`src/snd_pkg.sv`:
```
// ============================================================================
// snd_pkg - shared types and constants for the stick normalizer
// Field widths, Q1.14 constants, register indexes and flag structs used
// by the top level and the pipelined divider.
// ============================================================================
package snd_pkg;

   // Field widths
   localparam int RAW_W  = 12;   // raw converter sample
   localparam int DZ_W   = 14;   // dead zone register
   localparam int FRAC_W = 14;   // Q1.14 fraction bits
   localparam int QUO_W  = 15;   // quotient bits, covers 0..16384
   localparam int MAG_W  = 15;   // normalized magnitude, 0..16384
   localparam int OUT_W  = 16;   // signed Q1.14 result
   localparam int LANES  = 2;    // horizontal and vertical axis

   // Quotient bits resolved per divider stage
   localparam int DIV_STEPS = 3;

   // 1.0 in Q1.14
   localparam logic [MAG_W-1:0] ONE_Q14 = 15'd16384;

   // Configuration register indexes
   localparam int CSR_IDX_W = 3;
   localparam logic [CSR_IDX_W-1:0] CSR_X_MIN     = 3'd0;
   localparam logic [CSR_IDX_W-1:0] CSR_X_CENTER  = 3'd1;
   localparam logic [CSR_IDX_W-1:0] CSR_X_MAX     = 3'd2;
   localparam logic [CSR_IDX_W-1:0] CSR_Y_MIN     = 3'd3;
   localparam logic [CSR_IDX_W-1:0] CSR_Y_CENTER  = 3'd4;
   localparam logic [CSR_IDX_W-1:0] CSR_Y_MAX     = 3'd5;
   localparam logic [CSR_IDX_W-1:0] CSR_DZ_LEVEL  = 3'd6;

   // Per-axis flags riding along the span divider
   typedef struct packed {
      logic neg;    // sample below center
      logic sat;    // distance exceeds span, force 1.0
      logic zero;   // span of zero, force 0
   } nrm_flags_type;

   // Per-axis flags riding along the dead zone divider
   typedef struct packed {
      logic neg;    // result takes a minus sign
      logic under;  // magnitude inside the dead zone
   } dz_flags_type;

endpackage

```
`src/snd_div_pipe.sv`:
```
// ============================================================================
// snd_div_pipe - pipelined restoring divider, two lanes
// Resolves QUO_W quotient bits, DIV_STEPS per register stage. The dividend
// tail bits and the quotient share one shift register per lane.
// ============================================================================
module snd_div_pipe #(
   parameter int W  = 12,   // divisor and remainder width
   parameter int SW = 1     // sideband width
) (
   input  logic                                      clock,
   input  logic                                      reset,
   input  logic                                      in_valid,
   output logic                                      in_ready,
   input  logic [snd_pkg::LANES-1:0][W-1:0]          in_rem,
   input  logic [snd_pkg::LANES-1:0][snd_pkg::QUO_W-1:0] in_lq,
   input  logic [snd_pkg::LANES-1:0][W-1:0]          in_div,
   input  logic [SW-1:0]                             in_side,
   output logic                                      out_valid,
   input  logic                                      out_ready,
   output logic [snd_pkg::LANES-1:0][snd_pkg::QUO_W-1:0] out_quo,
   output logic [SW-1:0]                             out_side
);

   localparam int QW  = snd_pkg::QUO_W;
   localparam int SPS = snd_pkg::DIV_STEPS;
   localparam int NL  = snd_pkg::LANES;
   localparam int NST = (QW + SPS - 1) / SPS;

   logic [NST-1:0]           vld_ff;
   logic [NST:0]             rdy;
   logic [NL-1:0][W-1:0]     rem_ff [NST];
   logic [NL-1:0][W-1:0]     div_ff [NST];
   logic [NL-1:0][QW-1:0]    lq_ff  [NST];
   logic [SW-1:0]            side_ff [NST];

   assign rdy[NST] = out_ready;
   assign in_ready = rdy[0];

   for (genvar s = 0; s < NST; s++) begin : g_st
      logic                  src_vld;
      logic [NL-1:0][W-1:0]  src_rem;
      logic [NL-1:0][W-1:0]  src_div;
      logic [NL-1:0][QW-1:0] src_lq;
      logic [SW-1:0]         src_side;
      logic [NL-1:0][W-1:0]  rem_in;
      logic [NL-1:0][QW-1:0] lq_in;

      if (s == 0) begin : g_head
         assign src_vld  = in_valid;
         assign src_rem  = in_rem;
         assign src_div  = in_div;
         assign src_lq   = in_lq;
         assign src_side = in_side;
      end else begin : g_body
         assign src_vld  = vld_ff[s-1];
         assign src_rem  = rem_ff[s-1];
         assign src_div  = div_ff[s-1];
         assign src_lq   = lq_ff[s-1];
         assign src_side = side_ff[s-1];
      end

      assign rdy[s] = !vld_ff[s] || rdy[s+1];

      // shift in one dividend bit, subtract when it fits, shift in the
      // quotient bit
      always_comb begin
         logic [W:0] part;
         logic       qbit;
         rem_in = src_rem;
         lq_in  = src_lq;
         part   = '0;
         qbit   = 1'b0;
         for (int l = 0; l < NL; l++) begin
            for (int j = 0; j < SPS; j++) begin
               if (s * SPS + j < QW) begin
                  part = {rem_in[l], lq_in[l][QW-1]};
                  qbit = (part >= {1'b0, src_div[l]});
                  if (qbit) begin
                     part = part - {1'b0, src_div[l]};
                  end
                  rem_in[l] = part[W-1:0];
                  lq_in[l]  = {lq_in[l][QW-2:0], qbit};
               end
            end
         end
      end

      always_ff @(posedge clock) begin
         if (reset) begin
            vld_ff[s] <= 1'b0;
         end else if (rdy[s]) begin
            vld_ff[s] <= src_vld;
         end
      end

      always_ff @(posedge clock) begin
         if (rdy[s] && src_vld) begin
            rem_ff[s]  <= rem_in;
            div_ff[s]  <= src_div;
            lq_ff[s]   <= lq_in;
            side_ff[s] <= src_side;
         end
      end
   end

   assign out_valid = vld_ff[NST-1];
   assign out_quo   = lq_ff[NST-1];
   assign out_side  = side_ff[NST-1];

endmodule

```
`src/stick_normalize_deadzone.sv`:
```
// ============================================================================
// stick_normalize_deadzone - two-axis stick calibration with radial dead zone
// Clamps each raw axis sample to its calibrated range, scales the distance
// from center to signed Q1.14 and applies a rescaled dead zone.
// ============================================================================
// Stages up to rsp_valid: 3 front stages, 5 span divider stages, 2 middle
//   stages, 5 dead zone divider stages, 1 out; each divider resolves 3
//   quotient bits a stage. Throughput: one item per cycle while not stalled.
// Stalls back up stage by stage, so empty stages fill while a result waits.
// Reset: synchronous, clears all valid bits and loads the default calibration
//   (range 0..4095, center 2048, dead zone 2458).
module stick_normalize_deadzone (
   input  logic                            clock,
   input  logic                            reset,
   // input items
   input  logic                            req_valid,
   output logic                            req_stall,
   input  logic [snd_pkg::RAW_W-1:0]       req_raw_x,
   input  logic [snd_pkg::RAW_W-1:0]       req_raw_y,
   // result items
   output logic                            rsp_valid,
   input  logic                            rsp_stall,
   output logic signed [snd_pkg::OUT_W-1:0] rsp_norm_x,
   output logic signed [snd_pkg::OUT_W-1:0] rsp_norm_y,
   // register writes
   input  logic                            csr_valid,
   output logic                            csr_ready,
   input  logic [snd_pkg::CSR_IDX_W-1:0]   csr_index,
   input  logic [snd_pkg::DZ_W-1:0]        csr_wdata
);

   localparam int RW = snd_pkg::RAW_W;
   localparam int MW = snd_pkg::MAG_W;
   localparam int QW = snd_pkg::QUO_W;
   localparam int FW = snd_pkg::FRAC_W;
   localparam int OW = snd_pkg::OUT_W;
   localparam int NL = snd_pkg::LANES;
   localparam int DW = snd_pkg::DZ_W;

   // -------------------------------------------------------------------------
   // Calibration registers, lane 0 is horizontal, lane 1 vertical
   // -------------------------------------------------------------------------
   logic [NL-1:0][RW-1:0] min_ff;
   logic [NL-1:0][RW-1:0] ctr_ff;
   logic [NL-1:0][RW-1:0] max_ff;
   logic [DW-1:0]         dz_ff;

   assign csr_ready = 1'b1;

   always_ff @(posedge clock) begin
      if (reset) begin
         min_ff <= {NL{12'd0}};
         ctr_ff <= {NL{12'd2048}};
         max_ff <= {NL{12'd4095}};
         dz_ff  <= 14'd2458;
      end else if (csr_valid && csr_ready) begin
         unique case (csr_index)
            snd_pkg::CSR_X_MIN:     min_ff[0] <= csr_wdata[RW-1:0];
            snd_pkg::CSR_X_CENTER:  ctr_ff[0] <= csr_wdata[RW-1:0];
            snd_pkg::CSR_X_MAX:     max_ff[0] <= csr_wdata[RW-1:0];
            snd_pkg::CSR_Y_MIN:     min_ff[1] <= csr_wdata[RW-1:0];
            snd_pkg::CSR_Y_CENTER:  ctr_ff[1] <= csr_wdata[RW-1:0];
            snd_pkg::CSR_Y_MAX:     max_ff[1] <= csr_wdata[RW-1:0];
            snd_pkg::CSR_DZ_LEVEL:  dz_ff     <= csr_wdata;
            default: ;   // drop writes to unused indexes
         endcase
      end
   end

   // -------------------------------------------------------------------------
   // Stage readiness: a stage takes new data when empty or when its
   // successor takes its current item.
   // -------------------------------------------------------------------------
   logic p1_rdy, p2_rdy, p3_rdy, p4_rdy, p5_rdy, rsp_rdy;
   logic d1_in_ready, d2_in_ready;

   logic p1_vld_ff, p2_vld_ff, p3_vld_ff, p4_vld_ff, p5_vld_ff, rsp_valid_ff;

   assign rsp_rdy   = !rsp_valid_ff || !rsp_stall;
   assign p5_rdy    = !p5_vld_ff || d2_in_ready;
   assign p4_rdy    = !p4_vld_ff || p5_rdy;
   assign p3_rdy    = !p3_vld_ff || d1_in_ready;
   assign p2_rdy    = !p2_vld_ff || p3_rdy;
   assign p1_rdy    = !p1_vld_ff || p2_rdy;
   assign req_stall = !p1_rdy;

   // -------------------------------------------------------------------------
   // P1: clamp to the calibrated range. Upper clamp first, lower clamp last,
   // so a minimum above the maximum wins.
   // -------------------------------------------------------------------------
   logic [NL-1:0][RW-1:0] p1_v_in, p1_v_ff;
   logic [NL-1:0][RW-1:0] raw;

   assign raw[0] = req_raw_x;
   assign raw[1] = req_raw_y;

   always_comb begin
      for (int l = 0; l < NL; l++) begin
         p1_v_in[l] = (raw[l] < max_ff[l]) ? raw[l] : max_ff[l];
         if (p1_v_in[l] < min_ff[l]) begin
            p1_v_in[l] = min_ff[l];
         end
      end
   end

   // -------------------------------------------------------------------------
   // P2: distance from center and span on that side; a negative span counts
   // as zero span.
   // -------------------------------------------------------------------------
   logic [NL-1:0][RW-1:0] p2_num_in, p2_num_ff;
   logic [NL-1:0][RW-1:0] p2_span_in, p2_span_ff;
   logic [NL-1:0]         p2_neg_in, p2_neg_ff;

   always_comb begin
      for (int l = 0; l < NL; l++) begin
         p2_neg_in[l] = (p1_v_ff[l] < ctr_ff[l]);
         if (!p2_neg_in[l]) begin
            p2_num_in[l]  = p1_v_ff[l] - ctr_ff[l];
            p2_span_in[l] = (max_ff[l] > ctr_ff[l]) ? max_ff[l] - ctr_ff[l] : '0;
         end else begin
            p2_num_in[l]  = ctr_ff[l] - p1_v_ff[l];
            p2_span_in[l] = (ctr_ff[l] > min_ff[l]) ? ctr_ff[l] - min_ff[l] : '0;
         end
      end
   end

   // -------------------------------------------------------------------------
   // P3: flag saturation (distance above span means above 1.0) and set up
   // the division of distance * 2^14 by span. The top remainder is
   // distance / 2, which stays below span whenever the result fits.
   // -------------------------------------------------------------------------
   logic [NL-1:0][RW-1:0]              p3_rem_in, p3_rem_ff;
   logic [NL-1:0][QW-1:0]              p3_lq_in, p3_lq_ff;
   logic [NL-1:0][RW-1:0]              p3_span_ff;
   snd_pkg::nrm_flags_type [NL-1:0]    p3_flags_in, p3_flags_ff;

   always_comb begin
      for (int l = 0; l < NL; l++) begin
         p3_rem_in[l]         = {1'b0, p2_num_ff[l][RW-1:1]};
         p3_lq_in[l]          = {p2_num_ff[l][0], {FW{1'b0}}};
         p3_flags_in[l].neg   = p2_neg_ff[l];
         p3_flags_in[l].sat   = (p2_num_ff[l] > p2_span_ff[l]);
         p3_flags_in[l].zero  = (p2_span_ff[l] == '0);
      end
   end

   // -------------------------------------------------------------------------
   // Span divider
   // -------------------------------------------------------------------------
   logic                            d1_valid;
   logic [NL-1:0][QW-1:0]           d1_quo;
   snd_pkg::nrm_flags_type [NL-1:0] d1_flags;

   snd_div_pipe #(
      .W  (RW),
      .SW ($bits(snd_pkg::nrm_flags_type) * NL)
   ) u_div_span (
      .clock     (clock),
      .reset     (reset),
      .in_valid  (p3_vld_ff),
      .in_ready  (d1_in_ready),
      .in_rem    (p3_rem_ff),
      .in_lq     (p3_lq_ff),
      .in_div    (p3_span_ff),
      .in_side   (p3_flags_ff),
      .out_valid (d1_valid),
      .out_ready (p4_rdy),
      .out_quo   (d1_quo),
      .out_side  (d1_flags)
   );

   // -------------------------------------------------------------------------
   // P4: magnitude; zero span gives 0, overrange gives 1.0
   // -------------------------------------------------------------------------
   logic [NL-1:0][MW-1:0] p4_mag_in, p4_mag_ff;
   logic [NL-1:0]         p4_neg_in, p4_neg_ff;

   always_comb begin
      for (int l = 0; l < NL; l++) begin
         p4_neg_in[l] = d1_flags[l].neg;
         priority if (d1_flags[l].zero) begin
            p4_mag_in[l] = '0;
         end else if (d1_flags[l].sat) begin
            p4_mag_in[l] = snd_pkg::ONE_Q14;
         end else begin
            p4_mag_in[l] = d1_quo[l];
         end
      end
   end

   // -------------------------------------------------------------------------
   // P5: dead zone. Set up (mag - dz) * 2^14 / (1.0 - dz). Since mag never
   // exceeds 1.0 the quotient never exceeds 1.0 either.
   // -------------------------------------------------------------------------
   logic [NL-1:0][MW-1:0]          p5_rem_in, p5_rem_ff;
   logic [NL-1:0][QW-1:0]          p5_lq_in, p5_lq_ff;
   logic [MW-1:0]                  p5_div_in, p5_div_ff;
   snd_pkg::dz_flags_type [NL-1:0] p5_flags_in, p5_flags_ff;
   logic [NL-1:0][MW-1:0]          p5_dist;

   assign p5_div_in = snd_pkg::ONE_Q14 - {1'b0, dz_ff};

   always_comb begin
      for (int l = 0; l < NL; l++) begin
         p5_dist[l]           = p4_mag_ff[l] - {1'b0, dz_ff};
         p5_rem_in[l]         = {1'b0, p5_dist[l][MW-1:1]};
         p5_lq_in[l]          = {p5_dist[l][0], {FW{1'b0}}};
         p5_flags_in[l].neg   = p4_neg_ff[l];
         p5_flags_in[l].under = (p4_mag_ff[l] < {1'b0, dz_ff});
      end
   end

   // -------------------------------------------------------------------------
   // Dead zone divider
   // -------------------------------------------------------------------------
   logic                           d2_valid;
   logic [NL-1:0][QW-1:0]          d2_quo;
   snd_pkg::dz_flags_type [NL-1:0] d2_flags;

   snd_div_pipe #(
      .W  (MW),
      .SW ($bits(snd_pkg::dz_flags_type) * NL)
   ) u_div_dz (
      .clock     (clock),
      .reset     (reset),
      .in_valid  (p5_vld_ff),
      .in_ready  (d2_in_ready),
      .in_rem    (p5_rem_ff),
      .in_lq     (p5_lq_ff),
      .in_div    ({NL{p5_div_ff}}),
      .in_side   (p5_flags_ff),
      .out_valid (d2_valid),
      .out_ready (rsp_rdy),
      .out_quo   (d2_quo),
      .out_side  (d2_flags)
   );

   // -------------------------------------------------------------------------
   // Output register: drop magnitudes inside the dead zone, restore the sign
   // -------------------------------------------------------------------------
   logic [NL-1:0][OW-1:0] rsp_norm_in, rsp_norm_ff;
   logic [NL-1:0][MW-1:0] out_mag;

   always_comb begin
      for (int l = 0; l < NL; l++) begin
         out_mag[l] = d2_flags[l].under ? '0 : d2_quo[l];
         if (d2_flags[l].neg) begin
            rsp_norm_in[l] = {OW{1'b0}} - {1'b0, out_mag[l]};
         end else begin
            rsp_norm_in[l] = {1'b0, out_mag[l]};
         end
      end
   end

   // -------------------------------------------------------------------------
   // Valid bits
   // -------------------------------------------------------------------------
   always_ff @(posedge clock) begin
      if (reset) begin
         p1_vld_ff    <= 1'b0;
         p2_vld_ff    <= 1'b0;
         p3_vld_ff    <= 1'b0;
         p4_vld_ff    <= 1'b0;
         p5_vld_ff    <= 1'b0;
         rsp_valid_ff <= 1'b0;
      end else begin
         if (p1_rdy)  p1_vld_ff    <= req_valid;
         if (p2_rdy)  p2_vld_ff    <= p1_vld_ff;
         if (p3_rdy)  p3_vld_ff    <= p2_vld_ff;
         if (p4_rdy)  p4_vld_ff    <= d1_valid;
         if (p5_rdy)  p5_vld_ff    <= p4_vld_ff;
         if (rsp_rdy) rsp_valid_ff <= d2_valid;
      end
   end

   // -------------------------------------------------------------------------
   // Payload registers: advance only with a valid item
   // -------------------------------------------------------------------------
   always_ff @(posedge clock) begin
      if (p1_rdy && req_valid) begin
         p1_v_ff <= p1_v_in;
      end
      if (p2_rdy && p1_vld_ff) begin
         p2_num_ff  <= p2_num_in;
         p2_span_ff <= p2_span_in;
         p2_neg_ff  <= p2_neg_in;
      end
      if (p3_rdy && p2_vld_ff) begin
         p3_rem_ff   <= p3_rem_in;
         p3_lq_ff    <= p3_lq_in;
         p3_span_ff  <= p2_span_ff;
         p3_flags_ff <= p3_flags_in;
      end
      if (p4_rdy && d1_valid) begin
         p4_mag_ff <= p4_mag_in;
         p4_neg_ff <= p4_neg_in;
      end
      if (p5_rdy && p4_vld_ff) begin
         p5_rem_ff   <= p5_rem_in;
         p5_lq_ff    <= p5_lq_in;
         p5_div_ff   <= p5_div_in;
         p5_flags_ff <= p5_flags_in;
      end
      if (rsp_rdy && d2_valid) begin
         rsp_norm_ff <= rsp_norm_in;
      end
   end

   assign rsp_valid  = rsp_valid_ff;
   assign rsp_norm_x = rsp_norm_ff[0];
   assign rsp_norm_y = rsp_norm_ff[1];

endmodule

```
`config.mk`:
```
export PLATFORM = sky130hd
export DESIGN_NAME = stick_normalize_deadzone
export DESIGN_NICKNAME = d
export VERILOG_FILES = /design/src/snd_pkg.sv /design/src/snd_div_pipe.sv /design/src/stick_normalize_deadzone.sv
export SDC_FILE = /design/constraint.sdc
export NUM_CORES = 2
export LEC_CHECK = 0
export BUFFER_PORTS_ARGS = -buffer_cell sky130_fd_sc_hd__buf_4
export CAP_MARGIN = 40
export CORE_ASPECT_RATIO = 0.9
export CORE_MARGIN = 4
export CORE_UTILIZATION = 30
export CTS_CLUSTER_DIAMETER = 80
export DETAILED_ROUTE_END_ITERATION = 10
export PLACE_DENSITY = 0.49
export SYNTH_ARGS = -nofsm -noshare
export SYNTH_HDL_FRONTEND = slang
export SYNTH_SLANG_ARGS = --single-unit
```
`constraint.sdc`:
```
create_clock -name clock -period 8.8 [get_ports clock]
set_input_delay 1.76 -clock clock [delete_from_list [all_inputs] [get_ports clock]]
set_output_delay 1.76 -clock clock [all_outputs]
set_load 0.02 [all_outputs]
```
Word-level counts from Yosys, hierarchy flattened --
Memory sizes are Yosys's and may differ from the RTL's. Index checks and enable logic that the tools add are counted. W data, S select, Z words.
Cells by class: reductions and logical operators 62, eq/ne operators 6, mux-type cells 98, $add $sub $neg 73, magnitude comparators 74
Operator list (count):
- $mux W15 | 36
- $mux W12 | 42
- $sub A12 B12 Y12 | 38
- $sub A15 B15 Y15 | 30
- $ge A16 B15 Y1 | 28
- $ge A13 B12 Y1 | 28
- $gt A12 B12 Y1 | 6
- $lt A12 B12 Y1 | 6
- $sub A1 B15 Y16 const A | 2
- $ge A15 B15 Y1 | 2
- $lt A15 B14 Y1 | 2
- $sub A15 B14 Y15 | 2
- $ge A12 B12 Y1 | 2
- $logic_not A12 Y1 | 2
- $mux W1 | 20
- $logic_not A1 Y1 | 18
- $logic_and A1 B1 Y1 | 16
- $logic_or A1 B1 Y1 | 16
- $sub A15 B14 Y15 const A | 1
- $reduce_and A2 Y1 | 7
- $eq A3 B3 Y1 const B | 3
- $eq A3 B2 Y1 const B | 2
- $reduce_or A2 Y1 | 2
- $eq A3 B1 Y1 const B | 1
- $logic_not A3 Y1 | 1
Word-level totals: word-level logic and storage cells 381, memory bits (writable) 890, register bits 343, bits of input ports 46, memories 8
Memory list:
- u_div_dz.div_ff | depth 5, bits a word 30, rd ports 4, clocked after memory_dff 0, wr ports 5, RTL line snd_div_pipe.sv:32 | logic [NL-1:0][W-1:0] div_ff [NST];
- u_div_dz.lq_ff | depth 5, bits a word 30, rd ports 5, clocked after memory_dff 0, wr ports 5, RTL line snd_div_pipe.sv:33 | logic [NL-1:0][QW-1:0] lq_ff [NST];
- u_div_dz.rem_ff | depth 5, bits a word 30, rd ports 4, clocked after memory_dff 0, wr ports 5, RTL line snd_div_pipe.sv:31 | logic [NL-1:0][W-1:0] rem_ff [NST];
- u_div_span.lq_ff | depth 5, bits a word 30, rd ports 5, clocked after memory_dff 0, wr ports 5, RTL line snd_div_pipe.sv:33
- u_div_span.div_ff | depth 5, bits a word 24, rd ports 4, clocked after memory_dff 0, wr ports 5, RTL line snd_div_pipe.sv:32
- u_div_span.rem_ff | depth 5, bits a word 24, rd ports 4, clocked after memory_dff 0, wr ports 5, RTL line snd_div_pipe.sv:31
- +2 memories

Logic depth before layout (Yosys ltp) --
word-level depth 18, mapped depth 38, mapped depth without buffers 33

Cells and area by module --
A second synthesis with hierarchy kept.
Unflattened totals: cell total of the unflattened synthesis 8960, area total of the unflattened synthesis 88950.3 µm²
Modules (own cells, without submodules):
- snd_div_pipe at u_div_dz | area an instance 38182.9 µm², cells an instance 3919, seq. area each 12411.9 µm², times used 1
- snd_div_pipe at u_div_span | area an instance 30800.8 µm², cells an instance 3039, seq. area each 11270.8 µm², times used 1
- stick_normalize_deadzone | area an instance 19966.6 µm², cells an instance 2002, seq. area each 9078.7 µm², times used 1

Worst setup path after synthesis --
No wires, ideal clock.
kind register to register, from memory u_div_dz.div_ff[0][45] (netlist bit), to memory u_div_dz.rem_ff[0][77] (netlist bit), data pin, required time 8533 ps, data arrival time 8149 ps, cell stages (with the launch flop) 39, period minus slack after synthesis 8417 ps, library setup time 267 ps, slack 383 ps, cells stage by stage edfxtp_1 > buf_2 > buf_1 > clkinv_1 > fa_1 > a21o_1 > a21oi_1 > o211ai_1 > a21o_1 > nand2_1 > buf_2 > clkinv_1 > and3_1 > a21oi_1 > inv_1 > ha_1 > a21o_1 > a21o_1 > [3 not listed] > a221oi_1 > o21ai_1 > clkbuf_1 > clkbuf_1 > and2_1 > ha_1 > o21bai_1 > a211oi_1 > o21a_1 > o31ai_1 > a211oi_1 > o21bai_1 > a21oi_1 > or3b_1 > clkbuf_1 > nand2_1 > clkbuf_1 > o21ai_0
RTL lines (RTL line):
- from (decl) | snd_div_pipe.sv:32
- to (decl) | snd_div_pipe.sv:31

==> flow_summary.ini <==
[run_status]
status = finished clean

[yosys]
syn_nets = 9276
avgSynthCellArea_um2 = 9.57
synthArstFlopShare_pct = 0
synth_seq_area_share_pct = 34.7
synth-adder-area-share_pct = 16.2
ys_warn_count = 0
synth_edf_count = 843
yosys_register_bits = 945
synth-simple-area-share_pct = 13.4
synthCells = 8231
syn_area_um2 = 78800
synth_compound_gate_area_share_pct = 18.5
synth_mux_area_share_pct = 6.61
synthXorXnorAreaFrac_pct = 7.06
ys_types = 102
synth_flop_cell = edfxtp_1
synth_top_family_by_area = compound AO/OA/AOI/OAI gates

[pwr]
peakVddDrop_v = 0.000174
power_frac_clock_pct = 39.0
power_density_nw_per_um2 = 139
p_comb_share_pct = 19.8
p_switching_mw = 3.41
pwr-share-seq_pct = 41.2
power_leakage_nw = 36.0
internal_power_mw = 8.96
swShare_pct = 27.6

[setup_path]
critPathLaunchType = flip-flop
arrival_ns = 8.84
reg2reg_setup_slack_ns = 0.45
crit_path_max_fanout = 16
worstPathRequired_ns = 9.29
crit_slowest_cell = edfxtp_1
rr_startpoint = p3_span_ff[12]
path_common_cell = a21oi_1
worstReg2RegEnd = u_div_span.rem_ff[0][23]
crit_path_max_incr_delay_ns = 0.51
crit_type = reg2reg
worstRegToRegCells = 32
endpoint_kind = flip-flop

[floorplanning]
die_area_um2 = 271000
io_pins = 81
die_h_um = 494
die_x_um = 548
initial_core_util_pct = 30.1
coreArea_um2 = 261000
row_count = 178

[worst_hold_path]
min_path_cells = 0
hold_end = u_div_dz.side_ff[0][5]
hp-start = u_div_dz.side_ff[0][1]
holdCritPathClass = reg2reg

[finish]
layout.nets = 9485
fillers = 26500
final_cell_area_um2 = 88600
layout_common_cells = ha_1, edfxtp_1, nand2_1, a21oi_1, nor2_1
layout_commonest_cell = ha_1
final_cells = 12000
area_delta_synth_final_pct = 12.5
drive_above_1_share_pct = 11.1

[sta]
slew_violations = 0
clock_skew_ns = 0.0848
tns_ns = 0
fmax_mhz = 120
slew_headroom_pct = 41.8
tightest_slew_ns = 0.871
fin_crit_sh_pct = 94.9
setup_viol = 0
final.min_clock_period_ns = 8.35
hold_viol = 0
rsz0062_at_grt = no

[route]
wl_per_cell_um = 18.5
drc = 0
vias = 61900
wirelength_um = 223000
ant_nets = 0
dr.pass1.iters = 6
dr.first_iter.drc_count = 4082
vias_per_cell = 5.14

[place]
dpl.cell_count = 11800
dpl.hpwl_um = 177000
placed_cell_area_um2 = 84700
globalplace.congestion = 0.885
port-buffer-count = 79

[clocking]
cts_num_sinks = 945
root_buffer = clkbuf_16
clkTransAtPathRegs_ns = 0.06
cts_buffer_depth = 3
clock_latency_ns = 0.78
cts_buffers = 112
htreeDepth = 3
cts_tree = yes

[global_route]
overflow = 0
grt_pass1_vias = 61200
antenna_found_initial = 10
grt_first_pass_wirelength_um = 348000
grt_usage_pct = 16.0
grt_max_degree = 71

[job]
drv_cap = 0
critical path, delay by kind of cell, from the launching register on:
family,cells,cell delay [ns]
DFF,1,0.51
buffers and inverters,5,0.81
and+or+nand+nor,3,0.71
muxes,4,1.39
adders and majority gates,4,1.35
AOI/OAI and AO/OA,16,3.31
registers in the layout, summed over array words and instances, names as in the netlist, 16 cells and up:
name,flops
u_div_dz.rem_ff,120
u_div_span.div_ff,96
u_div_span.rem_ff,96
u_div_dz.lq_ff,90
u_div_span.lq_ff,90
u_div_dz.div_ff,60
p4_mag_ff,30
u_div_span.side_ff,30
p5_rem_ff,28
ctr_ff,24
max_ff,24
min_ff,24
p1_v_ff,24
p2_num_ff,24
p2_span_ff,24
p3_span_ff,24
p3_rem_ff,22
u_div_dz.side_ff,20
rsp_norm_x,16
rsp_norm_y,16
power by group through the flow:
stage / registers (mW) / logic [mW] / clock network (mW)
after floorplan: 5.16 / 1.87 / 0
after global placement: 5.20 / 2.38 / 0
after detailed placement: 5.20 / 2.41 / 0
after CTS: 5.10 / 2.44 / 5.00
after global routing: 5.11 / 2.73 / 5.18
final: 5.10 / 2.45 / 4.82
worst max path at each step:
stage / cells after the start / startpoint / to
2_1_floorplan: 38 / u_div_dz.div_ff[0][45] / u_div_dz.rem_ff[0][77]
3_3_place_gp: 29 / u_div_span.div_ff[0][49] / u_div_span.rem_ff[0][74]
3_5_place_dp: 31 / p3_span_ff[12] / u_div_span.rem_ff[0][23]
4_1_cts: 31 / p3_span_ff[12] / u_div_span.rem_ff[0][23]
5_1_grt: 29 / u_div_dz.rem_ff[0][75] / u_div_dz.rem_ff[0][118]
6_report: 32 / p3_span_ff[12] / u_div_span.rem_ff[0][23]
per-stage QoR:
step	util, %	setup WS (ns)	power, mW	hold slack, ns
floorplan	-	0.383	7.03	0.400
global placement	32.3	0.321	7.57	0.401
detailed placement	32.4	0.286	7.61	0.405
CTS	33.8	0.249	12.5	0.370
global route	33.9	0.0110	13.0	0.376
finish	33.9	0.448	12.4	0.383
Yosys cell counts, drive strengths merged, types with 83 or more instances:
| master | instances | area [µm²] |
|---|---|---|
| a21o | 279 | 2090 |
| a21oi | 618 | 3110 |
| and2 | 83 | 519 |
| clkbuf | 105 | 394 |
| dfxtp | 102 | 2040 |
| edfxtp | 843 | 25300 |
| ha | 965 | 12100 |
| inv | 570 | 2140 |
| mux2 | 401 | 4520 |
| nand2 | 637 | 2390 |
| nand2b | 125 | 782 |
| nand3 | 124 | 626 |
| nand4 | 89 | 557 |
| nor2 | 603 | 2260 |
| nor2b | 126 | 788 |
| nor3 | 159 | 812 |
| o21a | 145 | 1090 |
| o21ai | 522 | 2610 |
| xnor2 | 429 | 3760 |
| xor2 | 206 | 1800 |
layer usage:
metal  wire length [µm]  track usage [%]  vias up
met5                  0                0        -
met4               4800             3.68        0
met3               8600             1.63      245
met2              97500             25.5     1219
met1             112000             23.2    29600
li1                   -                -    30900
repair_timing:
action,4_1_cts,5_1_grt
resized for setup,0,17
hold buffers,0,0
setup buffers,0,7
endpoints found under the setup margin,0,62
cell type report:
cell class	instances	area, µm²	area share [%]
Antenna cell	2	5.00	0.00565
Clock buffer	134	2890	3.26
Clock inverter	77	958	1.08
Inverter	576	2160	2.44
Multi-Input combinational cell	6556	48900	55.1
Sequential cell	945	27400	30.9
Tap cell	3510	4390	4.95
Timing Repair Buffer	249	2010	2.27
cell families (layout without fill, tap and decap cells):
kind of cell / Yosys count / after routing
mux: 470 / 470
simple gates: 2208 / 2208
fa+ha+maj: 999 / 999
buf+inv: 730 / 1036
compound gates: 2243 / 2243
flops: 945 / 945
xor+xnor: 635 / 635
other cells: 1 / 3
(Power assumes the default switching activity.)
